### src/rtl/crcfr_pkg.sv
`default_nettype none
// ----------------------------------------------------------------------------
// crcfr_pkg
// shared types, codes and the crc-16/modbus byte fold for the frame receiver
// ----------------------------------------------------------------------------
package crcfr_pkg;

  localparam logic [7:0]  SYNC_FIRST  = 8'hA5;
  localparam logic [7:0]  SYNC_SECOND = 8'h5A;
  localparam logic [15:0] CRC_INIT    = 16'hFFFF;
  localparam logic [15:0] CRC_POLY    = 16'hA001;
  localparam logic [7:0]  MIN_LENGTH  = 8'd8;
  localparam logic [7:0]  KIND_OFFSET = 8'd6;
  localparam logic [7:0]  LEN_OFFSET  = 8'd2;
  localparam logic [7:0]  BODY_START  = 8'd3;

  localparam logic [1:0] STATUS_OK      = 2'd0;
  localparam logic [1:0] STATUS_CRC_ERR = 2'd1;
  localparam logic [1:0] STATUS_SHORT   = 2'd2;

  localparam int QUEUE_DEPTH = 2;

  typedef struct packed {
    logic       is_end;
    logic [7:0] body_byte;
    logic [7:0] byte_pos;
    logic [1:0] status;
    logic       kind_is_zero;
  } res_t;

  typedef struct packed {
    logic valid;
    res_t res;
  } push_t;

  function automatic logic [15:0] crc_fold(input logic [15:0] crc, input logic [7:0] b);
    logic [15:0] c;
    c = crc ^ {8'h00, b};
    for (int k = 0; k < 8; k++) begin
      if (c[0]) begin
        c = (c >> 1) ^ CRC_POLY;
      end else begin
        c = c >> 1;
      end
    end
    return c;
  endfunction

endpackage
`default_nettype wire

### src/rtl/crc_checked_frame_receiver_top.sv
`default_nettype none
// ----------------------------------------------------------------------------
// crc_checked_frame_receiver_top
// framed byte receiver with sync hunt and crc-16/modbus check
// ----------------------------------------------------------------------------
// Up to one byte is accepted every cycle. The parser handles each byte in the
// cycle it is accepted, folding it into the crc a whole byte at a time, and
// puts any result into a queue of QueueDepth entries; a result shows on the
// output in the cycle after its byte at the earliest. The input stalls only
// while that queue is full, which with QueueDepth >= 2 needs an output stall.
module crc_checked_frame_receiver_top import crcfr_pkg::*; #(
  parameter int QueueDepth = QUEUE_DEPTH
) (
  input  wire logic       clk_i,
  input  wire logic       rst_ni,
  input  wire logic       in_valid_i,
  output logic            in_stall_o,
  input  wire logic [7:0] rx_byte_i,
  output logic            out_valid_o,
  input  wire logic       out_stall_i,
  output logic            is_end_o,
  output logic [7:0]      body_byte_o,
  output logic [7:0]      byte_pos_o,
  output logic [1:0]      status_o,
  output logic            kind_is_zero_o
);

  push_t push;
  res_t  out_res;
  logic  full;
  logic  accept;

  assign in_stall_o = full;
  assign accept     = in_valid_i && !full;

  crcfr_front u_front (
    .clk_i     (clk_i),
    .rst_ni    (rst_ni),
    .accept_i  (accept),
    .rx_byte_i (rx_byte_i),
    .push_o    (push)
  );

  crcfr_queue #(
    .Depth(QueueDepth)
  ) u_queue (
    .clk_i       (clk_i),
    .rst_ni      (rst_ni),
    .push_i      (push),
    .full_o      (full),
    .out_valid_o (out_valid_o),
    .out_stall_i (out_stall_i),
    .out_res_o   (out_res)
  );

  assign is_end_o       = out_res.is_end;
  assign body_byte_o    = out_res.body_byte;
  assign byte_pos_o     = out_res.byte_pos;
  assign status_o       = out_res.status;
  assign kind_is_zero_o = out_res.kind_is_zero;

`ifndef SYNTH
  a_stall_only_full: assert property (@(posedge clk_i) disable iff (!rst_ni)
    in_stall_o |-> out_valid_o)
    else $error("input stalled with empty queue");

  a_body_clean: assert property (@(posedge clk_i) disable iff (!rst_ni)
    (out_valid_o && !is_end_o) |-> (status_o == STATUS_OK && !kind_is_zero_o
      && byte_pos_o >= BODY_START))
    else $error("body beat carries end fields");

  a_end_clean: assert property (@(posedge clk_i) disable iff (!rst_ni)
    (out_valid_o && is_end_o) |-> (body_byte_o == 8'h00 && status_o != 2'd3))
    else $error("end beat carries body data");

  a_short_no_kind: assert property (@(posedge clk_i) disable iff (!rst_ni)
    (out_valid_o && is_end_o && status_o == STATUS_SHORT) |->
      (!kind_is_zero_o && byte_pos_o == LEN_OFFSET))
    else $error("short frame end beat malformed");
`endif

endmodule
`default_nettype wire

### src/rtl/crcfr_front.sv
`default_nettype none
// ----------------------------------------------------------------------------
// crcfr_front
// sync hunt, length capture, crc fold and result classification per byte
// ----------------------------------------------------------------------------
module crcfr_front import crcfr_pkg::*; (
  input  wire logic       clk_i,
  input  wire logic       rst_ni,
  input  wire logic       accept_i,
  input  wire logic [7:0] rx_byte_i,
  output push_t           push_o
);

  localparam logic [1:0] PH_HUNT1 = 2'd0;
  localparam logic [1:0] PH_HUNT2 = 2'd1;
  localparam logic [1:0] PH_LEN   = 2'd2;
  localparam logic [1:0] PH_FRAME = 2'd3;

  logic [1:0]  phase_q, phase_d;
  logic [15:0] crc_q, crc_d;
  logic [7:0]  len_q, len_d;
  logic [7:0]  pos_q, pos_d;
  logic [7:0]  crc_lo_q, crc_lo_d;
  logic        kind_q, kind_d;
  logic [8:0]  pos_p3;
  logic [8:0]  pos_p2;
  logic        crc_ok;

  assign pos_p3 = {1'b0, pos_q} + 9'd3;
  assign pos_p2 = {1'b0, pos_q} + 9'd2;
  assign crc_ok = (crc_lo_q == crc_q[7:0]) && (rx_byte_i == crc_q[15:8]);

  always_comb begin
    phase_d  = phase_q;
    crc_d    = crc_q;
    len_d    = len_q;
    pos_d    = pos_q;
    crc_lo_d = crc_lo_q;
    kind_d   = kind_q;
    push_o   = '0;
    if (accept_i) begin
      case (phase_q)
        PH_HUNT1: begin
          if (rx_byte_i == SYNC_FIRST) phase_d = PH_HUNT2;
        end
        PH_HUNT2: begin
          if (rx_byte_i == SYNC_SECOND) begin
            phase_d = PH_LEN;
          end else if (rx_byte_i != SYNC_FIRST) begin
            phase_d = PH_HUNT1;
          end
        end
        PH_LEN: begin
          len_d    = rx_byte_i;
          kind_d   = 1'b0;
          crc_lo_d = 8'h00;
          if (rx_byte_i < MIN_LENGTH) begin
            phase_d                  = PH_HUNT1;
            crc_d                    = CRC_INIT;
            push_o.valid             = 1'b1;
            push_o.res.is_end        = 1'b1;
            push_o.res.byte_pos      = LEN_OFFSET;
            push_o.res.status        = STATUS_SHORT;
          end else begin
            crc_d   = crc_fold(CRC_INIT, rx_byte_i);
            pos_d   = BODY_START;
            phase_d = PH_FRAME;
          end
        end
        PH_FRAME: begin
          if (pos_q == KIND_OFFSET) kind_d = (rx_byte_i == 8'h00);
          if (pos_p3 <= {1'b0, len_q}) begin
            crc_d                = crc_fold(crc_q, rx_byte_i);
            pos_d                = pos_q + 8'd1;
            push_o.valid         = 1'b1;
            push_o.res.body_byte = rx_byte_i;
            push_o.res.byte_pos  = pos_q;
            push_o.res.status    = STATUS_OK;
          end else if (pos_p2 == {1'b0, len_q}) begin
            crc_lo_d = rx_byte_i;
            pos_d    = pos_q + 8'd1;
          end else begin
            push_o.valid            = 1'b1;
            push_o.res.is_end       = 1'b1;
            push_o.res.byte_pos     = pos_q;
            push_o.res.status       = crc_ok ? STATUS_OK : STATUS_CRC_ERR;
            push_o.res.kind_is_zero = kind_q;
            phase_d                 = PH_HUNT1;
            crc_d                   = CRC_INIT;
            pos_d                   = 8'h00;
          end
        end
        default: begin
          phase_d = PH_HUNT1;
        end
      endcase
    end
  end

  always_ff @(posedge clk_i or negedge rst_ni) begin
    if (!rst_ni) begin
      phase_q  <= PH_HUNT1;
      crc_q    <= CRC_INIT;
      len_q    <= 8'h00;
      pos_q    <= 8'h00;
      crc_lo_q <= 8'h00;
      kind_q   <= 1'b0;
    end else begin
      phase_q  <= phase_d;
      crc_q    <= crc_d;
      len_q    <= len_d;
      pos_q    <= pos_d;
      crc_lo_q <= crc_lo_d;
      kind_q   <= kind_d;
    end
  end

endmodule
`default_nettype wire

### src/rtl/crcfr_queue.sv
`default_nettype none
// ----------------------------------------------------------------------------
// crcfr_queue
// result queue between the parser and the output channel
// ----------------------------------------------------------------------------
module crcfr_queue import crcfr_pkg::*; #(
  parameter int Depth = QUEUE_DEPTH
) (
  input  wire logic  clk_i,
  input  wire logic  rst_ni,
  input  wire push_t push_i,
  output logic       full_o,
  output logic       out_valid_o,
  input  wire logic  out_stall_i,
  output res_t       out_res_o
);

  localparam int AW = (Depth > 1) ? $clog2(Depth) : 1;
  localparam int CW = $clog2(Depth + 1);
  localparam logic [AW-1:0] LAST = AW'(Depth - 1);
  localparam logic [CW-1:0] FULL = CW'(Depth);

  res_t          mem_q [Depth];
  logic [AW-1:0] wr_q, wr_d;
  logic [AW-1:0] rd_q, rd_d;
  logic [CW-1:0] cnt_q, cnt_d;
  logic          pop;

  assign full_o      = (cnt_q == FULL);
  assign out_valid_o = (cnt_q != '0);
  assign out_res_o   = mem_q[rd_q];
  assign pop         = out_valid_o && !out_stall_i;

  always_comb begin
    wr_d  = wr_q;
    rd_d  = rd_q;
    cnt_d = cnt_q;
    if (push_i.valid) wr_d = (wr_q == LAST) ? '0 : wr_q + AW'(1);
    if (pop) rd_d = (rd_q == LAST) ? '0 : rd_q + AW'(1);
    if (push_i.valid && !pop) begin
      cnt_d = cnt_q + CW'(1);
    end else if (pop && !push_i.valid) begin
      cnt_d = cnt_q - CW'(1);
    end
  end

  always_ff @(posedge clk_i or negedge rst_ni) begin
    if (!rst_ni) begin
      wr_q  <= '0;
      rd_q  <= '0;
      cnt_q <= '0;
    end else begin
      wr_q  <= wr_d;
      rd_q  <= rd_d;
      cnt_q <= cnt_d;
    end
  end

  always_ff @(posedge clk_i) begin
    if (push_i.valid) mem_q[wr_q] <= push_i.res;
  end

endmodule
`default_nettype wire
### config.mk
export PLATFORM = sky130hd
export DESIGN_NAME = crc_checked_frame_receiver_top
export DESIGN_NICKNAME = d
export VERILOG_FILES = /design/src/rtl/crcfr_pkg.sv /design/src/rtl/crc_checked_frame_receiver_top.sv /design/src/rtl/crcfr_front.sv /design/src/rtl/crcfr_queue.sv
export SDC_FILE = /design/constraint.sdc
export NUM_CORES = 1
export LEC_CHECK = 0
export BUFFER_PORTS_ARGS = -buffer_cell sky130_fd_sc_hd__buf_2
export CORE_MARGIN = 4
export CORE_UTILIZATION = 30
export CTS_CLUSTER_DIAMETER = 100
export CTS_CLUSTER_SIZE = 40
export DETAILED_ROUTE_END_ITERATION = 10
export PLACE_DENSITY_LB_ADDON = 0.05
export SETUP_SLACK_MARGIN = 0.1
export SYNTH_ARGS = -nofsm -noshare
export SYNTH_HDL_FRONTEND = slang
export SYNTH_HIERARCHICAL = 1
export SYNTH_SLANG_ARGS = --single-unit
### constraint.sdc
create_clock -name clk_i -period 5.9 [get_ports clk_i]
set_clock_uncertainty 0.1 [all_clocks]
set_input_delay 0.59 -clock clk_i [delete_from_list [all_inputs] [get_ports clk_i]]
set_output_delay 0.59 -clock clk_i [all_outputs]
set_load 0.005 [all_outputs]
# Word-level counts from Yosys, hierarchy flattened
# Memories as Yosys holds them, arrays and structs flattened.
# Cells that the tools add are included.
# word_totals
ff_bits,47
ramBits,40
romBits,0
latchBits,0
inputBits,12
memories,1
word_cells,175
# mem_list
name,depth,width,read_ports,rd_clocked_by_memory_dff,wr,line_no,text
u_queue.mem_q,2,20,1,0,1,crcfr_queue.sv:23,res_t mem_q [Depth];
# op_classes
n_shift,0
order_cmp,2
reduce_logical,20
addsub,7
n_mul,0
mux,99
n_bitwise,18
eq_ne,19
div,0
# ops
op,n
$mux 16,61
$mux 8,7
$not 2->3,16
$pmux 16 s2,1
$pmux 8 s2,2
$mux 21,1
$mux 2,10
$pmux 10 s2,1
$add 8x2->9 const B,2
$eq 8x8->1,2
$not 8->16,1
$xor 16x8->16,1
$mux 11,1
$mux 1,10
$mux 10,1
$eq 9x8->1,1
$le 9x8->1,1
$reduce_and 3->1,3
$add 8x1->8 const B,1
$eq 8x3->1 const B,1
$eq 8x7->1 const B,1
$eq 8x8->1 const B,1
$logic_not 8->1,1
$lt 8x4->1 const B,1
other kinds (21),37

# Depth between registers and ports, before layout
# Gate-level depths: netlist of the first run.
# depth
ltp_word,40
mapped_depth,17

# By module
# Netlist of the first run, hierarchy kept.
# modules_own_cells
mod,instances,cells_each,seq_area_each_um2,area_per_inst_um2
crcfr_front,1,380,1096.1,3525.9
crcfr_queue,1,78,1301.2,1652.8
crc_checked_frame_receiver_top,1,1,0.0,13.8

# Worst setup path after synthesis of the first run
# Ideal clock, no wire load.
# synth_path
path_kind,register to register
from,reg u_front.pos_q[1]
to,"mem u_queue/mem_q[0][0] in the netlist's numbering, enable pin"
period_less_slack_ns,4.356
setup_ns,0.399
arrival_ns,3.857
stages_incl_launch_ff,14
path_buffers,2
setup_slack_ns,1.544
cell_sequence,dfrtp_1 inv_1 ha_1 a21oi_1 nor2_1 xnor2_1 ha_1 or4_1 o211ai_1 nand2_1 buf_2 buf_2 a31oi_1 nor2b_1
# synth_rtl
element,line_no,text
from (decl),crcfr_front.sv:22,"logic [7:0] pos_q, pos_d;"
from (signal assigned),crcfr_front.sv:112,pos_q <= pos_d;
to (decl),crcfr_queue.sv:23,

==> results.md, run 1 <==
* Initial cell density of the core at 31.0%
* Root Driver: clkbuf_16
* Vias in the first global route at 3733
* Critical Path Fanout Max at 21
* Via count at 3506
* Gp weighted congestion at 0.759
* Area grow syn2layout at 12.1%
* Initial antenna violation count at 0
* Crit end category: flip-flop
* Total iterations of the first detailed-routing run at 5
* Post-synth EDFFs at 40
* DRT iter0 DRCs at 130
* Max Fclk at 224 MHz
* Sw frac at 29.8%
* Syn. warnings at 6
* Final ANT Viol Nets at 0
* Final setup violation count at 0
* Slew Limit Fails at 0
* Post-synthesis cell type count at 62
* P per Cell Area at 281 nW/µm²
* Post-CTS sizing at 0
* Main synth FF type: edfxtp_1
* Max_slew headroom at 24.8%
* Maxcap violations at 0
* Core footprint at 16800 µm²
* Vias per cell at 4.95
* Req. time, crit path at 5770 ps
* Wirelength per Cell at 19.0 µm
* Worst slew pin tran at 1120 ps
* CTS clk-pin slew, worst paths at 70 ps
* Most frequent cell after synthesis: edfxtp_1
* Seq cells post-synth at 87
* VDD IR max at 0.141 mV
* Top cells by count, synth: 40 x edfxtp_1, 37 x mux2_2, 31 x dfrtp_1
* Outcome: finished clean
* Final core occ at 34.7%
* # IOs at 34
* Synth top area cells: edfxtp_1 23%, dfrtp_1 15%, dfstp_2 8.1%
* Mapped Cells at 459
* Pint at 1.15 mW
* Max incr delay on CP at 970 ps
* Setup_tns at 0 ps
* Cell Rows at 47
* RSZ-0062 raised after global routing: false
* Largest net degree at the start of global routing at 48
* Hold slack at 234 ps
* Clock share of power at 34.8%
* Congestion Overflow GR at 0
* Tightest Hold Check Type: input port to asynchronous set/reset pin
* Die footprint at 19500 µm²
* P_leak at 2.38 nW
* Worst-skew pair later-pin latency at 350 ps
* Comb power frac at 22.6%
* Psw at 0.486 mW
* # DRC at 0
* Die H at 140 µm
* Area leader, netlist: edfxtp_1
* Fin nets at 521
* Port buffer count at 33
* Max Buffers Root-to-Sink at 2
* Total Power at 1.63 mW
* Cell repeated most along the worst path: ha_1
* CTS Hold Bufs at 0
* Worst Path Arrival at 4330 ps
* Worst path slowest cell: nor2b_2
* Avg Inst Size Synth at 11.3 µm²
* Critical Path Start Type: flip-flop
* Share of cells above drive strength 1 at 24.8%
* Diodes inserted at 0
* Fin crit period at 4460 ps
* Async set or reset register ratio after synthesis at 54.0%
* Post-Synthesis Cell Area at 5190 µm²
* Final Cycle Share at 75.6%
* H-tree Lvls at 3
* CTS Buf Count at 9
* DP Wirelength at 9.61 mm
* Synthesized net count at 497
* Final hold viol count at 0
* First-pass GRT wire length at 21.5 mm
* DRT Wirelength at 13.4 mm
* Overall routing resource usage at 14.3%
* Flop pwr share at 42.6%
* Setup Buffers After CTS at 0
* # clock sinks at 87
* Post-synthesis sequential area ratio at 46.2%
* Crit-path cells: ha_1 > a21oi_1 > nor2_1 > xnor2_1 > ha_1 > or4_1 > o211ai_1 > nand2_1 > buf_4 > a31oi_1 > nor2b_2
* Yosys top cell area share at 23.1%
* Kind of critical path: flip-flop to flip-flop
* Die outline width at 140 µm
* CTS tree: yes
-- power groups by stage --
stage                     Clock [mW]  Sequential (mW)  Combinational, mW
after floorplan                    0            0.679              0.279
after global placement             0            0.712              0.378
after detailed placement           0            0.712              0.375
after CTS                      0.592            0.701              0.378
after global routing           0.621            0.704              0.405
final                          0.569            0.697              0.369
-- final cells by class --
type                            instances  area, µm²
Clock buffer                            9        225
Clock inverter                          7       61.3
Fill cell                            1699      10900
Inverter                               23       86.3
Multi-Input combinational cell        325       2580
Sequential cell                        87       2400
Tap cell                              220        275
Timing Repair Buffer                   37        195
-- layout by cell type (no fill, tap or decap), drive strengths merged, types with 3 or more instances in the layout --
cell	instances
or2	3
a32oi	4
and2	11
nand2	24
buf	37
inv	28
a21oi	7
a211oi	5
nor4	6
or4	6
and3	6
o31ai	6
dfrtp	31
nor2	28
nand4	6
nand3	5
o21ai	14
clkbuf	9
a21o	4
xor2	31
ha	26
o211ai	3
nor2b	4
nor3	16
a31oi	7
edfxtp	40
mux2	38
o21a	7
a22o	4
dfstp	16
xnor2	30
-- worst paths after layout --
kind,startpoint,endpoint,slack (ps),cells past startpoint
hold / removal,rst_ni,u_front/pos_q[7],230,2
setup reg to reg,u_front/pos_q[2],u_queue/mem_q[0][8],1440,11
setup / recovery,u_front/pos_q[2],u_queue/mem_q[0][8],1440,11
min in group clk_i,u_queue/cnt_q[1],u_queue/cnt_q[1],400,1
max in group asynchronous,rst_ni,u_queue/rd_q,4990,2
hold reg to reg,u_queue/cnt_q[1],u_queue/cnt_q[1],400,1
-- through the flow --
step                setup WS (ps)  instances  instance area, µm²
floorplan                    1540        459                5190
global route                 1030        708                5820
finish                       1440        708                5820
CTS                          1360        708                5820
global placement             1480        692                5540
detailed placement           1380        692                5540
-- sequential cells by signal, summed over array words and instances (netlist names) --
| signal | flops |
|---|---|
| u_front/kind_q | 1 |
| u_front/pos_q | 8 |
| u_front/len_q | 8 |
| u_front/crc_lo_q | 8 |
| u_queue/mem_q | 40 |
| u_front/crc_q | 16 |
| u_queue/wr_q | 1 |
| u_front/phase_q | 2 |
| u_queue/cnt_q | 2 |
| u_queue/rd_q | 1 |
-- metal layers --
metal	routed length, µm	up-vias	part of all wire [%]	global-route usage [%]
met4	280	0	2.1	5.46
met5	0	-	0	0
met3	410	19	3.0	3.02
met1	6350	1732	47	18.9
met2	6410	63	48	23.1
li1	-	1692	-	-
-- worst max-delay path, delay by kind of cell, from the launching register on --
kind	cells	cell delay, ps
xor+xnor	1	140
simple gates	4	1680
buf+inv	1	230
flops	1	490
fa+ha+maj	2	500
compound gates	3	930
-- cell families (layout without fill, tap and decap cells) --
family	Yosys count	after routing	synth area share (%)
AOI/OAI and AO/OA	74	74	10.7
xor gates and xnor gates	63	63	11.6
adders and majority gates	26	26	6.27
buffers and inverters	47	76	4.17
DFF	87	87	46.2
muxes	40	40	8.70
and+or+nand+nor	122	122	12.4
No activity file was read; power rests on OpenSTA's default activity.
==> run 2, diff against run 1 <==
==> constraint.sdc (replaced) <==
create_clock -name clk_i -period 4.64 [get_ports clk_i]
set_clock_uncertainty 0.1 [all_clocks]
set_input_delay 0.464 -clock clk_i [delete_from_list [all_inputs] [get_ports clk_i]]
set_output_delay 0.464 -clock clk_i [all_outputs]
set_load 0.005 [all_outputs]
==> run 2 against run 1 <==
Against the previous run: first-iteration DRC count is 38% higher; die area is the same; setup slack lost 630 ps; via count decreased by 0.51%; design area grew 0.47%; total power up 28%; critical endpoint is now u_front/crc_q[11].
==> results.md, run 2 (synthesized netlist as in run 1, its figures left out) <==
* Final Cycle Share at 82.6% (+7.0 points)
* Vias in the first global route at 3638 (-2.5%)
* # clock sinks at 87 (unchanged)
* Post-route cell area at 5850 µm² (+0.47%)
* Share of cells above drive strength 1 at 24.7% (-0.10 points)
* Vias per cell at 4.91 (-0.79%)
* Worst-skew pair later-pin latency at 340 ps (about the same)
* Final core occ at 34.9% (+0.16 points)
* Initial cell density of the core at 31.0% (unchanged)
* Worst slew pin tran at 979 ps (-144 ps)
* Fin crit period at 3830 ps (-625 ps)
* Port buffer count at 33 (unchanged)
* Max reg flops at 40 (unchanged)
* Setup Buffers After CTS at 0 (unchanged)
* Max Buffers Root-to-Sink at 2 (unchanged)
* CTS tree: yes
* Area grow syn2layout at 12.7%
* Initial antenna violation count at 0 (unchanged)
* First-pass GRT wire length at 21.5 mm (-0.22%)
* Slew Limit Fails at 0 (unchanged)
* Die H at 140 µm (unchanged)
* Most frequent cells in the layout: 40 x edfxtp_1, 37 x mux2_2, 33 x buf_2
* P_leak at 2.40 nW (+0.54%)
* Max_slew headroom at 34.7% (+9.9 points)
* Die footprint at 19500 µm² (unchanged)
* Most flop-heavy register: u_queue/mem_q
* # IOs at 34 (unchanged)
* P per Cell Area at 358 nW/µm² (+28%)
* Critical Path Start Type: flip-flop
* Crit end category: flip-flop
* Congestion Overflow GR at 0 (unchanged)
* Die outline width at 140 µm (unchanged)
* Final hold viol count at 0 (unchanged)
* Hold slack at 114 ps (-120 ps)
* Worst path slowest cell: a31oi_4
* Crit-path cells: ha_1 > a21oi_1 > nor2_1 > xnor2_1 > ha_1 > or4_1 > o211ai_1 > nand2_1 > buf_4 > a31oi_4 > mux2_2
* Outcome: finished clean
* Final ANT Viol Nets at 0 (unchanged)
* Maxcap violations at 0 (unchanged)
* Cell repeated most along the worst path: ha_1
* VDD IR max at 0.195 mV (+38%)
* Tightest Hold Check Type: input port to asynchronous set/reset pin
* Gp weighted congestion at 0.815 (+7.3%)
* Largest net degree at the start of global routing at 48 (unchanged)
* R2R cell count at 11 (unchanged)
* DRT Wirelength at 13.4 mm (-0.22%)
* Fin nets at 523 (+0.38%)
* Core footprint at 16800 µm² (unchanged)
* H-tree Lvls at 3 (unchanged)
* Wirelength per Cell at 18.9 µm (-0.50%)
* Overall routing resource usage at 14.2% (-0.11 points)
* Via count at 3488 (-0.51%)
* Area after DPL at 5550 µm² (+0.27%)
* Worst Path Arrival at 4010 ps (-320 ps)
* Max incr delay on CP at 580 ps (-390 ps)
* Diodes inserted at 0 (unchanged)
* RSZ-0062 raised after global routing: false
* CTS Buf Count at 9 (unchanged)
* Cell Rows at 47 (unchanged)
* Final setup violation count at 0 (unchanged)
* # DRC at 0 (unchanged)
* DRT iter0 DRCs at 180 (+38%)
* Critical Path Fanout Max at 20 (-4.8%)
* Leading cell type in the layout, fill and taps excluded: edfxtp_1
* Setup_tns at 0 ps (unchanged)
* Total iterations of the first detailed-routing run at 4 (-1)
* Post-CTS sizing at 0 (unchanged)
* Kind of critical path: flip-flop to flip-flop
* Root Driver: clkbuf_16
* CTS Hold Bufs at 0 (unchanged)
* Max Fclk at 261 MHz (+16%)
* DP Wirelength at 9.71 mm (+1.0%)
* Req. time, crit path at 4810 ps (-960 ps)
* CTS clk-pin slew, worst paths at 70 ps (about the same)
* Top flop regs: u_queue/mem_q (40), u_front/crc_q (16)
## run 2: cell count changes in the layout (fill, tap and decap cells not counted), sizes merged
cell / before / now
clkinv: 1 / 2
buf: 37 / 39
inv: 28 / 25
clkbuf: 9 / 10
bufinv: 0 / 1
## run 2: stage by stage
step,worst slack [ps],instances,power [mW]
2_1_floorplan,284,459,1.22
3_3_place_gp,842,694,1.39
3_5_place_dp,803,694,1.38
4_1_cts,769,710,2.15
5_1_grt,509,710,2.21
6_report,807,710,2.10
## run 2: path summary, 6_finish.rpt
kind	endpoint	slack [ps]	startpoint
worst max register to register	u_front/crc_q[11]	810	u_front/pos_q[2]
worst min register to register	u_front/crc_q[8]	390	u_front/crc_q[8]
max in group asynchronous	u_queue/cnt_q[0]	3840	rst_ni
worst max-delay path	u_front/crc_q[11]	810	u_front/pos_q[2]
min in group clk_i	u_queue/rd_q	310	out_stall_i
worst min-delay path	u_front/pos_q[5]	110	rst_ni
## run 2: layout make-up
cell class	instances	area (µm²)
fill	1711	10900
multi-input combinational	325	2580
inverter	23	86.3
sequential	87	2400
clock inverter	6	70.1
clock buffer	10	229
tap	220	275
timing repair buffer	39	210
## run 2: layer usage
metal / vias up / GRT usage [%] / wire length (µm)
li1: 1702 / - / -
met1: 1727 / 18.8 / 6440
met2: 53 / 24.1 / 6520
met3: 6 / 3.26 / 349
met4: 0 / 2.75 / 105
met5: - / 0 / 0
## run 2: critical path, delay by kind of cell, from the launching register on
kind / cells / cell delay, ps
xor+xnor: 1 / 140
buf+inv: 1 / 230
fa+ha+maj: 2 / 520
compound gates: 3 / 1150
simple gates: 3 / 720
flops: 1 / 500
mux: 1 / 410
## run 2: report_power, final
part / switching (mW) / internal, mW
clock network: 0.317 / 0.422
registers: 0.0626 / 0.827
logic: 0.210 / 0.257
total: 0.590 / 1.51
